File: src/hdl/mbsp_pkg.sv
// shared types, status constants and helpers for the midi byte stream parser
package mbsp_pkg;

    // status byte values with a special role
    localparam logic [7:0] ST_SYSEX_START = 8'hF0;
    localparam logic [7:0] ST_TUNE_REQ    = 8'hF6;
    localparam logic [7:0] ST_SYSEX_END   = 8'hF7;
    localparam logic [7:0] ST_UNDEF_F4    = 8'hF4;
    localparam logic [7:0] ST_UNDEF_F5    = 8'hF5;
    localparam logic [7:0] ST_REALTIME_LO = 8'hF8;
    localparam logic [7:0] ST_NONE        = 8'h00;
    localparam logic [7:0] ST_MTC_QF      = 8'hF1;
    localparam logic [7:0] ST_SONG_POS    = 8'hF2;
    localparam logic [7:0] ST_SONG_SEL    = 8'hF3;

    localparam logic [3:0] HI_PROG_CHANGE = 4'hC;
    localparam logic [3:0] HI_CHAN_PRESS  = 4'hD;
    localparam logic [3:0] HI_SYSTEM      = 4'hF;

    typedef enum logic
    {
        RC_ACCEPTED = 1'b0,
        RC_IGNORED  = 1'b1
    } mbsp_code_t;

    typedef struct packed
    {
        logic       message_valid;
        logic [7:0] status_out;
        logic [6:0] first_data;
        logic [6:0] second_data;
        mbsp_code_t result_code;
    } mbsp_result_t;

    // data bytes that follow a status byte
    function automatic logic [1:0] data_need(input logic [7:0] st);
        logic [1:0] need;
        need = 2'd0;
        if (st[7:4] == HI_PROG_CHANGE || st[7:4] == HI_CHAN_PRESS)
        begin
            need = 2'd1;
        end
        else if (st[7:4] != HI_SYSTEM)
        begin
            need = 2'd2;
        end
        else if (st == ST_MTC_QF || st == ST_SONG_SEL)
        begin
            need = 2'd1;
        end
        else if (st == ST_SONG_POS)
        begin
            need = 2'd2;
        end
        return need;
    endfunction

endpackage

File: src/hdl/mbsp_byte_if.sv
// valid/ready channel carrying one received midi byte
interface mbsp_byte_if;
    logic       valid;
    logic       ready;
    logic [7:0] stream_byte;

    modport source (output valid, output stream_byte, input ready);
    modport sink   (input valid, input stream_byte, output ready);
endinterface

File: src/hdl/mbsp_msg_if.sv
// valid/ready channel carrying one parse result
interface mbsp_msg_if;
    logic       valid;
    logic       ready;
    logic       message_valid;
    logic [7:0] status_out;
    logic [6:0] first_data;
    logic [6:0] second_data;
    logic       result_code;

    modport source (output valid, output message_valid, output status_out,
                    output first_data, output second_data, output result_code,
                    input ready);
    modport sink   (input valid, input message_valid, input status_out,
                    input first_data, input second_data, input result_code,
                    output ready);
endinterface

File: src/hdl/mbsp_in_stage.sv
// input register holding one received byte until the parser takes it
module mbsp_in_stage
(
    input  logic        clk,
    input  logic        rst_n,
    mbsp_byte_if.sink   byte_in,
    input  logic        take,
    output logic        hold_valid,
    output logic [7:0]  hold_byte
);

    logic       valid_reg;
    logic       valid_next;
    logic [7:0] byte_reg;

    assign byte_in.ready = !valid_reg || take;
    assign valid_next    = byte_in.valid || (valid_reg && !take);

    always_ff @(posedge clk or negedge rst_n)
    begin
        if (!rst_n)
        begin
            valid_reg <= 1'b0;
        end
        else if (byte_in.ready)
        begin
            valid_reg <= valid_next;
        end
    end

    always_ff @(posedge clk)
    begin
        if (byte_in.valid && byte_in.ready)
        begin
            byte_reg <= byte_in.stream_byte;
        end
    end

    assign hold_valid = valid_reg;
    assign hold_byte  = byte_reg;

`ifndef SYNTH
    // a held byte that is not taken blocks the next transaction
    assert property (@(posedge clk) disable iff (!rst_n)
        valid_reg && !take |-> !byte_in.ready)
        else $error("input stage accepts while full and stalled");
`endif

endmodule

File: src/hdl/mbsp_decode.sv
// parse state and single pass decode of one byte
module mbsp_decode
(
    input  logic                  clk,
    input  logic                  rst_n,
    input  logic                  fire,
    input  logic [7:0]            stream_byte,
    output mbsp_pkg::mbsp_result_t result
);

    logic [7:0] running_reg, running_next;
    logic [7:0] pending_reg, pending_next;
    logic [1:0] rcvd_reg, rcvd_next;
    logic [1:0] expect_reg, expect_next;
    logic       sysex_reg, sysex_next;
    logic [6:0] data0_reg, data0_next;
    logic [6:0] data1_reg, data1_next;

    always_comb
    begin
        logic [1:0] need;
        logic [7:0] b;
        b            = stream_byte;
        need         = mbsp_pkg::data_need(b);
        running_next = running_reg;
        pending_next = pending_reg;
        rcvd_next    = rcvd_reg;
        expect_next  = expect_reg;
        sysex_next   = sysex_reg;
        data0_next   = data0_reg;
        data1_next   = data1_reg;
        result               = '0;
        result.result_code   = mbsp_pkg::RC_ACCEPTED;

        if (b >= mbsp_pkg::ST_REALTIME_LO)
        begin
            // real time passes straight through
            result.message_valid = 1'b1;
            result.status_out    = b;
        end
        else if (b == mbsp_pkg::ST_SYSEX_START)
        begin
            sysex_next   = 1'b1;
            running_next = mbsp_pkg::ST_NONE;
            pending_next = mbsp_pkg::ST_NONE;
            rcvd_next    = 2'd0;
            expect_next  = 2'd0;
            result.result_code = mbsp_pkg::RC_IGNORED;
        end
        else if (b == mbsp_pkg::ST_SYSEX_END)
        begin
            if (sysex_reg)
            begin
                sysex_next           = 1'b0;
                result.message_valid = 1'b1;
                result.status_out    = mbsp_pkg::ST_SYSEX_START;
            end
            result.result_code = mbsp_pkg::RC_IGNORED;
        end
        else if (b == mbsp_pkg::ST_UNDEF_F4 || b == mbsp_pkg::ST_UNDEF_F5)
        begin
            result.result_code = mbsp_pkg::RC_IGNORED;
        end
        else if (b[7])
        begin
            sysex_next   = 1'b0;
            running_next = (b[7:4] != mbsp_pkg::HI_SYSTEM) ? b : mbsp_pkg::ST_NONE;
            pending_next = b;
            rcvd_next    = 2'd0;
            expect_next  = need;
            if (need == 2'd0)
            begin
                result.message_valid = 1'b1;
                result.status_out    = b;
            end
        end
        else if (sysex_reg)
        begin
            result.result_code = mbsp_pkg::RC_IGNORED;
        end
        else if (running_reg == mbsp_pkg::ST_NONE && expect_reg == 2'd0)
        begin
            // orphan data
            result.result_code = mbsp_pkg::RC_IGNORED;
        end
        else
        begin
            if (rcvd_reg < 2'd2)
            begin
                if (rcvd_reg[0])
                begin
                    data1_next = b[6:0];
                end
                else
                begin
                    data0_next = b[6:0];
                end
                rcvd_next = rcvd_reg + 2'd1;
            end
            if (rcvd_next >= expect_reg)
            begin
                result.message_valid = 1'b1;
                result.status_out    = pending_reg;
                result.first_data    = (expect_reg >= 2'd1) ? data0_next : 7'd0;
                result.second_data   = (expect_reg >= 2'd2) ? data1_next : 7'd0;
                rcvd_next            = 2'd0;
                if (pending_reg[7:4] == mbsp_pkg::HI_SYSTEM)
                begin
                    expect_next = 2'd0;
                end
            end
        end
    end

    always_ff @(posedge clk or negedge rst_n)
    begin
        if (!rst_n)
        begin
            running_reg <= mbsp_pkg::ST_NONE;
            pending_reg <= mbsp_pkg::ST_NONE;
            rcvd_reg    <= 2'd0;
            expect_reg  <= 2'd0;
            sysex_reg   <= 1'b0;
            data0_reg   <= 7'd0;
            data1_reg   <= 7'd0;
        end
        else if (fire)
        begin
            running_reg <= running_next;
            pending_reg <= pending_next;
            rcvd_reg    <= rcvd_next;
            expect_reg  <= expect_next;
            sysex_reg   <= sysex_next;
            data0_reg   <= data0_next;
            data1_reg   <= data1_next;
        end
    end

`ifndef SYNTH
    // between bytes a message is never complete but unreported
    assert property (@(posedge clk) disable iff (!rst_n)
        (rcvd_reg < expect_reg) || (rcvd_reg == 2'd0))
        else $error("received count at or past expected count");

    // a sysex leaves no running status and no partial message
    assert property (@(posedge clk) disable iff (!rst_n)
        sysex_reg |-> (running_reg == mbsp_pkg::ST_NONE) && (expect_reg == 2'd0))
        else $error("parse state left over inside sysex");

    // running status only ever holds a channel status
    assert property (@(posedge clk) disable iff (!rst_n)
        (running_reg != mbsp_pkg::ST_NONE) |->
            running_reg[7] && (running_reg[7:4] != mbsp_pkg::HI_SYSTEM))
        else $error("running status holds a non channel byte");
`endif

endmodule

File: src/hdl/mbsp_out_stage.sv
// result register feeding the output channel
module mbsp_out_stage
(
    input  logic                  clk,
    input  logic                  rst_n,
    input  logic                  load_valid,
    output logic                  load_ready,
    input  mbsp_pkg::mbsp_result_t result,
    mbsp_msg_if.source            msg_out
);

    logic                   valid_reg;
    mbsp_pkg::mbsp_result_t result_reg;

    assign load_ready = !valid_reg || msg_out.ready;

    always_ff @(posedge clk or negedge rst_n)
    begin
        if (!rst_n)
        begin
            valid_reg <= 1'b0;
        end
        else if (load_ready)
        begin
            valid_reg <= load_valid;
        end
    end

    always_ff @(posedge clk)
    begin
        if (load_valid && load_ready)
        begin
            result_reg <= result;
        end
    end

    assign msg_out.valid         = valid_reg;
    assign msg_out.message_valid = result_reg.message_valid;
    assign msg_out.status_out    = result_reg.status_out;
    assign msg_out.first_data    = result_reg.first_data;
    assign msg_out.second_data   = result_reg.second_data;
    assign msg_out.result_code   = logic'(result_reg.result_code);

`ifndef SYNTH
    // no completed message means all message fields read zero
    assert property (@(posedge clk) disable iff (!rst_n)
        valid_reg && !result_reg.message_valid |->
            (result_reg.status_out == 8'd0) && (result_reg.first_data == 7'd0)
            && (result_reg.second_data == 7'd0))
        else $error("message fields nonzero without a message");
`endif

endmodule

File: src/hdl/midi_byte_stream_parser.sv
// top level of the midi 1.0 byte stream parser
//
// Takes one MIDI 1.0 byte per transaction on byte_in and returns exactly one
// result transaction on msg_out for each byte, in order. A result carries a
// completion flag, the status of the completed message, up to two data bytes
// and an accepted/ignored code. Real-time bytes F8-FF complete at once and do
// not touch the parse state; channel messages keep running status; F1, F2, F3
// and F6 clear running status and report their own status; F4 and F5 are
// ignored; SysEx is only tracked and an F7 that ends it reports a bare F0
// message. Throughput is one byte per clock cycle, sustained, as long as
// msg_out is ready. A byte accepted on byte_in sits in the input register
// and is decoded into the result register, from which its result is offered
// on msg_out. The parse state is updated in the same cycle a byte leaves the
// input register. Back-pressure on msg_out stalls both registers; up to two
// bytes can be held inside while the output is stalled. No configuration and
// no clearing pass after reset.
module midi_byte_stream_parser
(
    input  logic        clk,
    input  logic        rst_n,
    mbsp_byte_if.sink   byte_in,
    mbsp_msg_if.source  msg_out
);

    // input register contents
    logic       hold_valid;
    logic [7:0] hold_byte;

    // result register can take a new result
    logic       load_ready;

    // byte moves from the input register into the result register
    logic       fire;

    mbsp_pkg::mbsp_result_t result;

    assign fire = hold_valid && load_ready;

    mbsp_in_stage u_in_stage
    (
        .clk        (clk),
        .rst_n      (rst_n),
        .byte_in    (byte_in),
        .take       (load_ready),
        .hold_valid (hold_valid),
        .hold_byte  (hold_byte)
    );

    // parse state lives here and advances on fire
    mbsp_decode u_decode
    (
        .clk         (clk),
        .rst_n       (rst_n),
        .fire        (fire),
        .stream_byte (hold_byte),
        .result      (result)
    );

    mbsp_out_stage u_out_stage
    (
        .clk        (clk),
        .rst_n      (rst_n),
        .load_valid (hold_valid),
        .load_ready (load_ready),
        .result     (result),
        .msg_out    (msg_out)
    );

`ifndef SYNTH
    // a result on the output always comes from a byte taken in the cycle before
    assert property (@(posedge clk) disable iff (!rst_n)
        $rose(msg_out.valid) |-> $past(fire))
        else $error("result appeared without a decoded byte");
`endif

endmodule
File: src/flat_wrapper.sv
// flat-port wrapper written by rule: the top's interface ports become plain ports
module midi_byte_stream_parser_flat 
  (clk, rst_n, byte_in_valid, byte_in_stream_byte, byte_in_ready, msg_out_valid, msg_out_message_valid, msg_out_status_out, msg_out_first_data, msg_out_second_data, msg_out_result_code, msg_out_ready);
  mbsp_byte_if byte_in_i ();
  mbsp_msg_if msg_out_i ();
  input  logic clk;
  input  logic rst_n;
  input wire logic [$bits(byte_in_i.valid)-1:0] byte_in_valid;
  input wire logic [$bits(byte_in_i.stream_byte)-1:0] byte_in_stream_byte;
  output wire logic [$bits(byte_in_i.ready)-1:0] byte_in_ready;
  output wire logic [$bits(msg_out_i.valid)-1:0] msg_out_valid;
  output wire logic [$bits(msg_out_i.message_valid)-1:0] msg_out_message_valid;
  output wire logic [$bits(msg_out_i.status_out)-1:0] msg_out_status_out;
  output wire logic [$bits(msg_out_i.first_data)-1:0] msg_out_first_data;
  output wire logic [$bits(msg_out_i.second_data)-1:0] msg_out_second_data;
  output wire logic [$bits(msg_out_i.result_code)-1:0] msg_out_result_code;
  input wire logic [$bits(msg_out_i.ready)-1:0] msg_out_ready;
  assign byte_in_i.valid = byte_in_valid;
  assign byte_in_i.stream_byte = byte_in_stream_byte;
  assign byte_in_ready = byte_in_i.ready;
  assign msg_out_valid = msg_out_i.valid;
  assign msg_out_message_valid = msg_out_i.message_valid;
  assign msg_out_status_out = msg_out_i.status_out;
  assign msg_out_first_data = msg_out_i.first_data;
  assign msg_out_second_data = msg_out_i.second_data;
  assign msg_out_result_code = msg_out_i.result_code;
  assign msg_out_i.ready = msg_out_ready;
  midi_byte_stream_parser u_core (.clk(clk), .rst_n(rst_n), .byte_in(byte_in_i), .msg_out(msg_out_i));
endmodule
File: config.mk
export PLATFORM = sky130hd
export DESIGN_NAME = midi_byte_stream_parser_flat
export DESIGN_NICKNAME = d
export VERILOG_FILES = /design/src/hdl/mbsp_pkg.sv /design/src/hdl/mbsp_byte_if.sv /design/src/hdl/mbsp_msg_if.sv /design/src/hdl/mbsp_in_stage.sv /design/src/hdl/mbsp_decode.sv /design/src/hdl/mbsp_out_stage.sv /design/src/hdl/midi_byte_stream_parser.sv /design/src/flat_wrapper.sv
export SDC_FILE = /design/constraint.sdc
export NUM_CORES = 1
export LEC_CHECK = 0
export BUFFER_PORTS_ARGS = -buffer_cell sky130_fd_sc_hd__buf_2
export CAP_MARGIN = 30
export CORE_MARGIN = 8
export CORE_UTILIZATION = 54
export CTS_BUF_LIST = sky130_fd_sc_hd__clkbuf_4 sky130_fd_sc_hd__clkbuf_8
export DETAILED_ROUTE_END_ITERATION = 12
export PLACE_DENSITY = 0.78
export SYNTH_ARGS = -nofsm -noshare
export SYNTH_HDL_FRONTEND = slang
export SYNTH_SLANG_ARGS = --single-unit
File: constraint.sdc
create_clock -name clk -period 2.05 [get_ports clk]
set_input_delay 0.1025 -clock clk [delete_from_list [all_inputs] [get_ports clk]]
set_output_delay 0.1025 -clock clk [all_outputs]
set_load 0.03 [all_outputs]
==> impl_metrics.yaml <==
synthesis:
  avgSynthCellArea_um2: 11.8
  synth_cells: 275
  synth_cell_type_count: 50
  synth_edf_count: 32
  yosysWarningCount: 0
  syn-num-nets: 290
  syn_area_um2: 3240
  yosysSeqAreaShare_pct: 58.2
  synthArstFlopShare_pct: 53.6
  synth-seq-cells: 69
  synthFlopType: "dfrtp_1"
global_route:
  grt_pass1_vias: 2452
  grt_max_degree: 38
  overflow: 0
  grt_pass1_wl_mm: 12.2
  antenna_found_initial: 0
  track_usage_pct: 18.1
clock_network:
  cts_tree: "done"
  numCtsBuffers: 9
  post_cts_buffers: 0
  h-tree-depth: 3
  cts_buffer_depth: 2
  root_buffer: "clkbuf_8"
  clock_sinks: 69
  clkLatencyLatePin_ns: 0.35
  clk_pin_slew_ns: 0.07
power_and_ir_drop:
  p_per_area_nw_per_um2: 1190
  ir_drop_mv: 0.563
  p_leak_nw: 1.66
timing:
  final.setup.tns_ns: 0
  drv_slew: 0
  hold_viol_final: 0
  rsz0062_at_grt: "no"
  fin_skew_ns: 0.0120
  max_slew.worst_pin.slew_ns: 0.852
  fin_crit_sh_pct: 98.0
  fmax_mhz: 498
  finalSetupViolCount: 0
  maxSlewHeadroom_pct: 43.2
  finalCriticalPeriod_ns: 2.01
drt:
  drt_wl_total_mm: 7.28
  dr_total_vias: 2395
  vias_per_cell: 5.70
  wl_per_cell_um: 17.3
  antenna_left: 0
  drtIter0Drc: 183
  dr.pass1.iters: 5
  drc: 0
final_layout:
  layout.nets: 355
  drive_gt1_share_pct: 33.3
  syn2layout_area_growth_pct: 21.3
  num-fill-cells: 430
  diodes: 0
  design_area_um2: 3930
die:
  coreArea_um2: 5850
  die_x_um: 93.5
  start_util_pct: 55.4
  die_area_um2: 8740
  rows: 28
  io-pin-count: 38
  die_h_um: 93.5
critical_path:
  crit_required_ns: 2.16
  cp-start-kind: "register"
  crit_slowest_cell: "dfrtp_1"
  path_cells: "inv_2 > ha_4 > ha_1 > nand2b_4 > a21o_4 > and3_4 > a32o_1"
  end_kind: "register"
  slowest_delay_ns: 0.40
  cp_max_fo: 8
  critPathKind: "reg2reg"
  crit_arrival_ns: 2.12
placement:
  place_congestion: 0.860
  portBuffers: 37
  postPlaceCellArea_um2: 3640
  post-dp-hpwl_mm: 4.97
worst_hold_path:
  hold_path.class: "in2reg"
job:
  max-cap-violations: 0
run_status:
  status: "finished, final reports clean"
==> area by class of cell <==
class / instances / area, um2 / area share (%)
clock inverter: 2 / 10.0 / 0.255
multi-input combinational: 172 / 1240 / 31.6
tap: 75 / 93.8 / 2.39
timing repair buffer: 70 / 458 / 11.6
sequential: 69 / 1890 / 48.0
inverter: 18 / 67.6 / 1.72
clock buffer: 14 / 174 / 4.42
==> cells in the final DEF, fill, tap and decap left out, types with 2 or more instances in the layout <==
cell	count
o211ai_1	3
a32o_1	3
clkbuf_8	11
a31oi_1	2
edfxtp_1	32
clkinv_2	2
nand2_1	29
nor4_2	2
nand3_1	15
buf_4	23
nand4_2	2
buf_2	37
o21ai_0	18
nand2b_4	2
nand4_1	3
mux2_2	18
inv_2	2
o311ai_0	2
a311oi_1	2
dlygate4sd3_1	10
dfrtp_1	37
nor3_1	4
mux2i_1	4
o31ai_1	2
nor2_2	2
ha_1	2
nor2_1	7
a21oi_1	17
nor2b_1	3
inv_1	16
clkbuf_4	3
nand2b_1	4
a2111oi_2	2
==> stage by stage <==
step                hold slack [ns]  cells  utilization, %  total power, mW  setup WS [ns]
floorplan                    -0.193    275               -             3.17         0.0223
detailed placement            0.259    394            62.2             3.63         0.0423
finish                        0.103    420            67.2             4.69         0.0408
global placement              0.260    394            62.2             3.56         0.0883
global route                  0.145    420            67.2             4.95        0.00659
CTS                          0.0922    420            67.1             4.67         0.0307
==> critical path, delay by kind of cell, from the launching register on <==
kind,cells,cell delay [ns]
adders and majority gates,2,0.47
AOI/OAI and AO/OA,2,0.48
buffers and inverters,1,0.10
and+or+nand+nor,2,0.33
DFF,1,0.40
==> final timing paths <==
kind / start / end / slack (ns) / cells after the start
worst max-delay path: u_core.u_decode.rcvd_reg[1]$_DFFE_PN0P_ / u_core.u_out_stage.msg_out.status_out[3]$_DFFE_PP_ / 0.04 / 7
worst min-delay path: msg_out_ready / u_core.u_out_stage.msg_out.valid$_DFFE_PN0P_ / 0.10 / 3
worst max register to register: u_core.u_decode.rcvd_reg[1]$_DFFE_PN0P_ / u_core.u_out_stage.msg_out.status_out[3]$_DFFE_PP_ / 0.04 / 7
worst min register to register: u_core.u_decode.data0_reg[5]$_DFFE_PN0P_ / u_core.u_decode.data0_reg[5]$_DFFE_PN0P_ / 0.50 / 1
max in group asynchronous: rst_n / u_core.u_decode.pending_reg[1]$_DFFE_PN0P_ / 1.10 / 2
min in group asynchronous: rst_n / u_core.u_decode.data0_reg[4]$_DFFE_PN0P_ / 0.41 / 2
==> cells in the mapped netlist, types with 4 or more instances <==
master     n  share of area, %
edfxtp_1  32                30
nand2_1   29               3.4
nand2b_1   5              0.96
buf_2      4              0.62
nor3_1     4              0.62
o21ai_0   18               2.8
clkbuf_1   8              0.93
a21oi_1   17               2.6
mux2_2    18               6.2
nand3_1   15               2.3
inv_1     18               2.1
nor2_1     7              0.81
dfrtp_1   37                29
mux2i_1    4               1.2
==> cells by family after synthesis <==
kind of cell             Yosys count  share of synthesized area [%]
AO/OA/AOI/OAI                     64                           14.0
adder cells (fa/ha/maj)            3                           1.16
buffers and inverters             34                           4.90
flip-flops                        69                           58.2
multiplexers                      23                           7.83
AND/OR/NAND/NOR                   82                           14.0
==> per-layer routing <==
layer / GRT usage, % / part of all wire, % / wire [um] / vias to the layer above
li1: - / - / - / 1135
met2: 28.3 / 49 / 3600 / 85
met3: 5.05 / 7.3 / 529 / 12
met5: 0 / 0 / 0 / -
met4: 8.72 / 1.9 / 137 / 0
met1: 22.5 / 41 / 3010 / 1163
==> report_power, final <==
part	leakage (nW)	switching, mW	internal, mW
Combinational	0.805	0.937	0.697
Clock	0.101	0.486	0.542
Sequential	0.757	0.178	1.85
Total	1.66	1.60	3.09
==> what timing repair did <==
| item | in CTS | in global routing |
|---|---|---|
| hold buffers | 10 | 0 |
| endpoints found under the setup margin | 0 | 2 |
| hold endpoints to repair | 46 | 0 |
| gates resized for setup | 0 | 4 |
(Power assumes the default switching activity.)
